## src/hdl/obdpid_pkg.sv

```systemverilog
// Shared types and constants for the OBD-II mode 01 response decoder.
package obdpid_pkg;

	localparam int unsigned ID_W    = 29;
	localparam int unsigned LEN_W   = 4;
	localparam int unsigned QTY_W   = 4;
	localparam int unsigned VALUE_W = 23;
	localparam int unsigned MARKS_W = 9;

	localparam logic [ID_W-1:0]  RESPONSE_ID_RESET = 29'h7E8;
	localparam logic [LEN_W-1:0] MIN_LENGTH        = 4'd3;
	localparam logic [7:0]       MODE_RESPONSE     = 8'h41;

	localparam logic [7:0] PID_RPM      = 8'h0C;
	localparam logic [7:0] PID_SPEED    = 8'h0D;
	localparam logic [7:0] PID_THROTTLE = 8'h11;
	localparam logic [7:0] PID_FUEL     = 8'h2F;
	localparam logic [7:0] PID_COOLANT  = 8'h05;
	localparam logic [7:0] PID_LOAD     = 8'h04;
	localparam logic [7:0] PID_INTAKE   = 8'h0F;
	localparam logic [7:0] PID_MAF      = 8'h10;
	localparam logic [7:0] PID_BATTERY  = 8'h42;

	localparam logic [QTY_W-1:0] QTY_RPM      = 4'd0;
	localparam logic [QTY_W-1:0] QTY_SPEED    = 4'd1;
	localparam logic [QTY_W-1:0] QTY_THROTTLE = 4'd2;
	localparam logic [QTY_W-1:0] QTY_FUEL     = 4'd3;
	localparam logic [QTY_W-1:0] QTY_COOLANT  = 4'd4;
	localparam logic [QTY_W-1:0] QTY_LOAD     = 4'd5;
	localparam logic [QTY_W-1:0] QTY_INTAKE   = 4'd6;
	localparam logic [QTY_W-1:0] QTY_MAF      = 4'd7;
	localparam logic [QTY_W-1:0] QTY_BATTERY  = 4'd8;

	// reciprocal constants: floor(x/d) = (x*M) >> K over the operand range
	localparam logic [22:0] RECIP_255_M  = 23'h008081;
	localparam logic [22:0] RECIP_25_M   = 23'd5368710;
	localparam logic [22:0] RECIP_125_M  = 23'd2147484;
	localparam logic [22:0] TEMP_OFFSET  = 23'd10240;

	typedef struct packed {
		logic [ID_W-1:0]  frame_id;
		logic [LEN_W-1:0] frame_length;
		logic [7:0]       mode_byte;
		logic [7:0]       pid_byte;
		logic [7:0]       first_value_byte;
		logic [7:0]       second_value_byte;
	} frame_t;

	typedef struct packed {
		logic                      ok;
		logic [QTY_W-1:0]          quantity;
		logic signed [VALUE_W-1:0] value;
	} decode_t;

endpackage

```

## src/hdl/obdpid_if.sv

```systemverilog
// Valid/ready channel interfaces for received frames and decoded results.
interface obdpid_frame_if;
	logic       valid;
	logic       ready;
	logic [28:0] frame_id;
	logic [3:0] frame_length;
	logic [7:0] mode_byte;
	logic [7:0] pid_byte;
	logic [7:0] first_value_byte;
	logic [7:0] second_value_byte;

	modport source (
		output valid, frame_id, frame_length, mode_byte, pid_byte,
		       first_value_byte, second_value_byte,
		input  ready
	);
	modport sink (
		input  valid, frame_id, frame_length, mode_byte, pid_byte,
		       first_value_byte, second_value_byte,
		output ready
	);
endinterface

interface obdpid_result_if;
	logic              valid;
	logic              ready;
	logic              accepted;
	logic [3:0]        quantity;
	logic signed [22:0] scaled_value;
	logic [8:0]        seen_marks;

	modport source (
		output valid, accepted, quantity, scaled_value, seen_marks,
		input  ready
	);
	modport sink (
		input  valid, accepted, quantity, scaled_value, seen_marks,
		output ready
	);
endinterface

```

## src/hdl/obdpid_decode.sv

```systemverilog
// Frame match, PID lookup and fixed-point scaling of one registered frame.
module obdpid_decode (
	input  obdpid_pkg::frame_t              frame,
	input  logic [obdpid_pkg::ID_W-1:0]     response_id,
	output obdpid_pkg::decode_t             decoded
);

	typedef enum logic [2:0] {
		KIND_RPM,
		KIND_SPEED,
		KIND_PCT,
		KIND_TEMP,
		KIND_MAF,
		KIND_BATT
	} kind_t;

	logic        match;
	logic        known;
	kind_t       kind;
	logic [3:0]  qty;
	logic [15:0] ab;
	logic [14:0] pct_base;
	logic [21:0] mul_x;
	logic [22:0] mul_m;
	logic [44:0] product;
	logic [22:0] rpm_v;
	logic [22:0] speed_v;
	logic [22:0] pct_v;
	logic [22:0] temp_v;
	logic [22:0] maf_v;
	logic [22:0] batt_v;
	logic [22:0] value_v;

	assign match = (frame.frame_id == response_id)
		&& (frame.frame_length >= obdpid_pkg::MIN_LENGTH)
		&& (frame.mode_byte == obdpid_pkg::MODE_RESPONSE);

	always_comb begin
		known = 1'b1;
		kind  = KIND_RPM;
		qty   = obdpid_pkg::QTY_RPM;
		unique case (frame.pid_byte)
			obdpid_pkg::PID_RPM: begin
				kind = KIND_RPM;   qty = obdpid_pkg::QTY_RPM;
			end
			obdpid_pkg::PID_SPEED: begin
				kind = KIND_SPEED; qty = obdpid_pkg::QTY_SPEED;
			end
			obdpid_pkg::PID_THROTTLE: begin
				kind = KIND_PCT;   qty = obdpid_pkg::QTY_THROTTLE;
			end
			obdpid_pkg::PID_FUEL: begin
				kind = KIND_PCT;   qty = obdpid_pkg::QTY_FUEL;
			end
			obdpid_pkg::PID_COOLANT: begin
				kind = KIND_TEMP;  qty = obdpid_pkg::QTY_COOLANT;
			end
			obdpid_pkg::PID_LOAD: begin
				kind = KIND_PCT;   qty = obdpid_pkg::QTY_LOAD;
			end
			obdpid_pkg::PID_INTAKE: begin
				kind = KIND_TEMP;  qty = obdpid_pkg::QTY_INTAKE;
			end
			obdpid_pkg::PID_MAF: begin
				kind = KIND_MAF;   qty = obdpid_pkg::QTY_MAF;
			end
			obdpid_pkg::PID_BATTERY: begin
				kind = KIND_BATT;  qty = obdpid_pkg::QTY_BATTERY;
			end
			default: begin
				known = 1'b0;
			end
		endcase
	end

	assign ab = {frame.first_value_byte, frame.second_value_byte};

	// percent: A*25600/255 = A*100 + floor(A*100/255)
	assign pct_base = 15'({7'd0, frame.first_value_byte} * 15'd100);

	// share one reciprocal multiplier between percent, MAF and battery
	always_comb begin
		unique case (kind)
			KIND_MAF: begin
				mul_x = {ab, 6'd0};
				mul_m = obdpid_pkg::RECIP_25_M;
			end
			KIND_BATT: begin
				mul_x = {1'b0, ab, 5'd0};
				mul_m = obdpid_pkg::RECIP_125_M;
			end
			default: begin
				mul_x = {7'd0, pct_base};
				mul_m = obdpid_pkg::RECIP_255_M;
			end
		endcase
	end

	assign product = {23'd0, mul_x} * {22'd0, mul_m};

	assign rpm_v   = {1'b0, ab[15:2], 8'd0};
	assign speed_v = {7'd0, frame.first_value_byte, 8'd0};
	assign pct_v   = {8'd0, pct_base} + {1'b0, product[44:23]};
	assign temp_v  = speed_v - obdpid_pkg::TEMP_OFFSET;
	assign maf_v   = {5'd0, product[44:27]};
	assign batt_v  = {6'd0, product[44:28]};

	always_comb begin
		unique case (kind)
			KIND_RPM:   value_v = rpm_v;
			KIND_SPEED: value_v = speed_v;
			KIND_PCT:   value_v = pct_v;
			KIND_TEMP:  value_v = temp_v;
			KIND_MAF:   value_v = maf_v;
			KIND_BATT:  value_v = batt_v;
			default:    value_v = '0;
		endcase
	end

	always_comb begin
		decoded.ok       = match && known;
		decoded.quantity = decoded.ok ? qty : obdpid_pkg::QTY_RPM;
		decoded.value    = decoded.ok ? $signed(value_v) : '0;
	end

endmodule

```

## src/hdl/obd_pid_response_decoder_unit.sv

```systemverilog
// Top level of the OBD-II mode 01 response decoder.
// Usage:
//   frame  : valid/ready sink, one received CAN frame per beat (identifier,
//            length code, payload bytes 1 to 4).
//   result : valid/ready source, exactly one beat per frame: accepted flag,
//            quantity code, Q.8 value (zero when rejected) and the sticky
//            mask of quantities decoded since reset, including this frame.
//   cfg_write_en / cfg_write_data : writes the accepted response identifier;
//            write only while no frame is in flight.
// Path: a frame beat is taken into the input register, then moves on to the
//   result register, from which its result beat leaves.
// Throughput: one frame per cycle while result.ready stays high; the decode is
//   one shared reciprocal multiplier and a select between the two registers.
// Reset: clears both pipeline stages and the seen mask, and loads the
//   response identifier with 0x7E8.
// Stall: when result.ready is low the result register holds; the input
//   register still takes one more frame, then frame.ready drops until the
//   result beat leaves.
module obd_pid_response_decoder_unit (
	input  logic                              clk,
	input  logic                              arst_n,
	input  logic                              cfg_write_en,
	input  logic [obdpid_pkg::ID_W-1:0]       cfg_write_data,
	obdpid_frame_if.sink                      frame,
	obdpid_result_if.source                   result
);

	logic [obdpid_pkg::ID_W-1:0]    response_id_q;
	logic [obdpid_pkg::MARKS_W-1:0] seen_q;
	logic [obdpid_pkg::MARKS_W-1:0] seen_next;

	logic                 valid_s1;
	obdpid_pkg::frame_t   frame_s1;
	obdpid_pkg::decode_t  decoded;

	logic                              valid_s2;
	logic                              accepted_s2;
	logic [obdpid_pkg::QTY_W-1:0]      quantity_s2;
	logic signed [obdpid_pkg::VALUE_W-1:0] value_s2;
	logic [obdpid_pkg::MARKS_W-1:0]    marks_s2;

	logic s2_free;
	logic move_s1;
	logic take_frame;

	assign s2_free    = !valid_s2 || result.ready;
	assign move_s1    = valid_s1 && s2_free;
	assign frame.ready = !valid_s1 || s2_free;
	assign take_frame = frame.valid && frame.ready;

	always_ff @(posedge clk or negedge arst_n) begin
		if (!arst_n) begin
			response_id_q <= obdpid_pkg::RESPONSE_ID_RESET;
		end else if (cfg_write_en) begin
			response_id_q <= cfg_write_data;
		end
	end

	// input register
	always_ff @(posedge clk or negedge arst_n) begin
		if (!arst_n) begin
			valid_s1 <= 1'b0;
		end else if (frame.ready) begin
			valid_s1 <= frame.valid;
		end
	end

	always_ff @(posedge clk) begin
		if (take_frame) begin
			frame_s1.frame_id          <= frame.frame_id;
			frame_s1.frame_length      <= frame.frame_length;
			frame_s1.mode_byte         <= frame.mode_byte;
			frame_s1.pid_byte          <= frame.pid_byte;
			frame_s1.first_value_byte  <= frame.first_value_byte;
			frame_s1.second_value_byte <= frame.second_value_byte;
		end
	end

	obdpid_decode u_decode (
		.frame       (frame_s1),
		.response_id (response_id_q),
		.decoded     (decoded)
	);

	always_comb begin
		seen_next = seen_q;
		if (decoded.ok) begin
			seen_next = seen_q | (obdpid_pkg::MARKS_W'(1) << decoded.quantity);
		end
	end

	always_ff @(posedge clk or negedge arst_n) begin
		if (!arst_n) begin
			seen_q <= '0;
		end else if (move_s1) begin
			seen_q <= seen_next;
		end
	end

	// result register
	always_ff @(posedge clk or negedge arst_n) begin
		if (!arst_n) begin
			valid_s2 <= 1'b0;
		end else if (s2_free) begin
			valid_s2 <= valid_s1;
		end
	end

	always_ff @(posedge clk) begin
		if (move_s1) begin
			accepted_s2 <= decoded.ok;
			quantity_s2 <= decoded.quantity;
			value_s2    <= decoded.value;
			marks_s2    <= seen_next;
		end
	end

	assign result.valid        = valid_s2;
	assign result.accepted     = accepted_s2;
	assign result.quantity     = quantity_s2;
	assign result.scaled_value = value_s2;
	assign result.seen_marks   = marks_s2;

endmodule
```

## src/flat_wrapper.sv

```systemverilog
// flat-port wrapper written by rule: the top's interface ports become plain ports
module obd_pid_response_decoder_unit_flat 
  (clk, arst_n, cfg_write_en, cfg_write_data, frame_valid, frame_frame_id, frame_frame_length, frame_mode_byte, frame_pid_byte, frame_first_value_byte, frame_second_value_byte, frame_ready, result_valid, result_accepted, result_quantity, result_scaled_value, result_seen_marks, result_ready);
  obdpid_frame_if frame_i ();
  obdpid_result_if result_i ();
  input  logic clk;
  input  logic arst_n;
  input  logic cfg_write_en;
  input  logic [obdpid_pkg::ID_W-1:0] cfg_write_data;
  input wire logic [$bits(frame_i.valid)-1:0] frame_valid;
  input wire logic [$bits(frame_i.frame_id)-1:0] frame_frame_id;
  input wire logic [$bits(frame_i.frame_length)-1:0] frame_frame_length;
  input wire logic [$bits(frame_i.mode_byte)-1:0] frame_mode_byte;
  input wire logic [$bits(frame_i.pid_byte)-1:0] frame_pid_byte;
  input wire logic [$bits(frame_i.first_value_byte)-1:0] frame_first_value_byte;
  input wire logic [$bits(frame_i.second_value_byte)-1:0] frame_second_value_byte;
  output wire logic [$bits(frame_i.ready)-1:0] frame_ready;
  output wire logic [$bits(result_i.valid)-1:0] result_valid;
  output wire logic [$bits(result_i.accepted)-1:0] result_accepted;
  output wire logic [$bits(result_i.quantity)-1:0] result_quantity;
  output wire logic [$bits(result_i.scaled_value)-1:0] result_scaled_value;
  output wire logic [$bits(result_i.seen_marks)-1:0] result_seen_marks;
  input wire logic [$bits(result_i.ready)-1:0] result_ready;
  assign frame_i.valid = frame_valid;
  assign frame_i.frame_id = frame_frame_id;
  assign frame_i.frame_length = frame_frame_length;
  assign frame_i.mode_byte = frame_mode_byte;
  assign frame_i.pid_byte = frame_pid_byte;
  assign frame_i.first_value_byte = frame_first_value_byte;
  assign frame_i.second_value_byte = frame_second_value_byte;
  assign frame_ready = frame_i.ready;
  assign result_valid = result_i.valid;
  assign result_accepted = result_i.accepted;
  assign result_quantity = result_i.quantity;
  assign result_scaled_value = result_i.scaled_value;
  assign result_seen_marks = result_i.seen_marks;
  assign result_i.ready = result_ready;
  obd_pid_response_decoder_unit u_core (.clk(clk), .arst_n(arst_n), .cfg_write_en(cfg_write_en), .cfg_write_data(cfg_write_data), .frame(frame_i), .result(result_i));
endmodule
```

## config.mk

```make
export PLATFORM = sky130hd
export DESIGN_NAME = obd_pid_response_decoder_unit_flat
export DESIGN_NICKNAME = d
export VERILOG_FILES = /design/src/hdl/obdpid_pkg.sv /design/src/hdl/obdpid_if.sv /design/src/hdl/obdpid_decode.sv /design/src/hdl/obd_pid_response_decoder_unit.sv /design/src/flat_wrapper.sv
export SDC_FILE = /design/constraint.sdc
export NUM_CORES = 1
export LEC_CHECK = 0
export ABC_AREA = 1
export BUFFER_PORTS_ARGS = -buffer_cell sky130_fd_sc_hd__buf_2
export CORE_MARGIN = 1.5
export CORE_UTILIZATION = 47
export DETAILED_ROUTE_END_ITERATION = 10
export PLACE_DENSITY = 0.71
export SLEW_MARGIN = 20
export SYNTH_ARGS = -nofsm -noshare
export SYNTH_HDL_FRONTEND = slang
export SYNTH_SLANG_ARGS = --single-unit
```

## constraint.sdc

```tcl
create_clock -name clk -period 12.32 [get_ports clk]
set_input_delay 1.232 -clock clk [delete_from_list [all_inputs] [get_ports clk]]
set_output_delay 1.232 -clock clk [all_outputs]
set_load 0.01 [all_outputs]
```

==> reports/metrics.csv <==
metric,value,unit
Total Routing Usage GR,28.4,%
clk buf depth,2,
MaxCap Viol Count,0,
"FFs w/ async S/R, synth",28.2,%
core box area,40000,um2
number of top-level pins,138,
DR WL/cell,20.1,um
worst path arrival time,11350,ps
Clock transition at path regs,70,ps
peak supply drop,207,uV
DP HPWL,49400,um
GP Congestion,1.06,
most frequent cells in the layout,"inv_1, nand2_1, ha_1",
"commonest non-fill, non-tap cell in the layout",inv_1,
leakage power total,0.0115,uW
Final TNS setup,0,ps
fin. max-slew vios,0,
"EDFF count, synth",102,
layout cells sized above 1,10.4,%
Fillers,3708,
Hold Fails Final Rpt,0,
largest net degree at the start of global routing,66,
DIE WIDTH,205,um
Multi-input gate area,13200,um2
hold buffers post-CTS,0,
Num CTS Buffers,17,
R2R Setup Slk,1160,ps
antenna violations before repair,4,
first-pass GRT wire length,87800,um
Max stage delay on crit path,620,ps
Final min period,11160,ps
RR Startpoint,u_core.frame_s1[11],
# rows,73,
Hold Crit Depth,2,
TritonCTS Sinks,142,
cell area power density,199,nW/um2
setup repair bufs after CTS,0,
CP dominant cell by count,inv_1,
Setup Viol. Count Final,0,
fin crit share,90.6,%
synthesized area per cell,9.10,um2
Synth top area share,25.6,%
gr ovfl total,0,
dpl cells,2805,
Worst setup EP type,flip-flop,
Routed WL,57100,um
Root Buffer,clkbuf_16,
clk_skew,23.1,ps
worst skew pair latency,450,ps
Tightest Hold Check Type,reg -> reg,
"critical path fanouts, max",8,
Worst Path Required,12510,ps
sequential-to-total area share from yosys stat,21.3,%
HP Start,u_core.seen_q[5],
RSZ-0062 raised after global routing,no,
"Power, Total",4220,uW
Post-Syn Instances,2104,
Fmax achieved,0.0896,GHz
DRC,0,
total number of vias,15000,
total number of H-tree levels,4,
DRT Pass-1 Iters,8,
Synth cell types,57,
routed vias/inst,5.29,
Inserted Diodes,0,
register area,4070,um2
PortBufs,137,
Syn Std Cell Area,19100,um2
"flops & latches, synth",142,
crit path kind,reg -> reg,
status,finished clean,
CTS tree,yes,
vias in the first global route,15700,
CP max-delay cell,fa_1,
antenna-violating nets left,0,
top post-synthesis cells by area,"fa_1, ha_1, edfxtp_1",
hold endpoint,u_core.seen_q[5],
RR Endpoint,u_core.result.scaled_value[21],
Yosys warnings,0,
Die Y-Extent,205,um
initial DRC count,1247,
fin cells,2837,
Area Overhead vs Synth,10.8,%
startpoint types,flip-flop,
post-layout net count,2937,
r2r worst-path depth,46,
post-CTS resize count,0,
worst slew pin tran,1030,ps
Initial Utilization,47.9,%
leading area contributor after synthesis,fa_1,
Synth Flop Type,edfxtp_1,
max_slew headroom,31.2,%
die area,42000,um2
[metrics by stage]
stage	setup slack, ps	util, %	hold slack [ps]	area (um2)
3_5_place_dp	1390	51.6	435	20600
6_report	1160	53.0	447	21200
2_1_floorplan	2850	-	421	19300
5_1_grt	478	53.0	458	21200
3_3_place_gp	1420	51.6	430	20600
4_1_cts	1340	53.0	449	21200
[worst max-delay path, delay by kind of cell (launching register included)]
| family | cells | cell delay, ps |
|---|---|---|
| AOI/OAI and AO/OA | 3 | 640 |
| xor gates and xnor gates | 1 | 440 |
| adders and majority gates | 13 | 5890 |
| buffers and inverters | 11 | 670 |
| DFF | 1 | 550 |
| and+or+nand+nor | 18 | 2690 |
[power breakdown]
part | leakage [uW] | switching (uW) | internal (uW)
clock | 0.000263 | 231 | 265
sequential | 0.00140 | 22.0 | 559
combinational | 0.00982 | 2010 | 1140
[flip-flops by register name, summed over array words and instances, names as in the netlist]
signal and flops:
u_core.result.scaled_value 23, u_core.result.accepted 1, u_core.valid_s1 1, u_core.frame_s1 65
u_core.result.seen_marks 9, u_core.result.valid 1, u_core.seen_q 9, u_core.result.quantity 4
u_core.response_id_q 29
[logic make-up (layout without fill, tap and decap cells)]
| group | Yosys count | count (layout) | share of synthesized area (%) |
|---|---|---|---|
| compound gates | 208 | 208 | 6.16 |
| xor+xnor | 52 | 52 | 2.38 |
| fa+ha+maj | 539 | 539 | 44.8 |
| buf+inv | 556 | 713 | 11.0 |
| flops | 142 | 142 | 21.3 |
| mux | 19 | 19 | 1.12 |
| other cells | 2 | 53 | 0.0392 |
| simple gates | 586 | 586 | 13.2 |
[synth_stat cells, types with 19 or more instances]
cell type,instances
a21oi_1,85
dfrtp_1,33
edfxtp_1,102
fa_1,245
ha_1,294
inv_1,528
mux2_2,19
nand2_1,300
nand3_1,65
nor2_1,137
nor3_1,20
o21ai_0,64
xor2_1,40
[cell type report]
cell class                      instances  share of cell area [%]
Timing Repair Buffer                  146                    3.55
Clock inverter                         14                   0.614
Clock buffer                           18                    2.02
Sequential cell                       142                    19.2
Multi-Input combinational cell       1457                    62.0
Tap cell                              525                    3.10
Inverter                              535                    9.47
[layer usage]
layer / GRT usage (%) / up-vias / routed length, um
li1: - / 6956 / -
met5: 0 / - / 38
met3: 6.41 / 115 / 4890
met4: 10.7 / 8 / 2100
met1: 38.0 / 7301 / 24300
met2: 44.8 / 634 / 25800
[how the worst max path moves through the flow]
stage,slack (ps),startpoint,to,depth (start not counted)
2_1_floorplan,2850,u_core.frame_s1[12],u_core.result.scaled_value[17],49
3_3_place_gp,1420,u_core.frame_s1[11],u_core.result.scaled_value[17],48
3_5_place_dp,1390,u_core.frame_s1[11],u_core.result.scaled_value[21],46
4_1_cts,1340,u_core.frame_s1[11],u_core.result.scaled_value[21],46
5_1_grt,480,u_core.frame_s1[11],u_core.result.scaled_value[17],48
6_report,1160,u_core.frame_s1[11],u_core.result.scaled_value[21],46
Power figures use the tool's default switching activity.
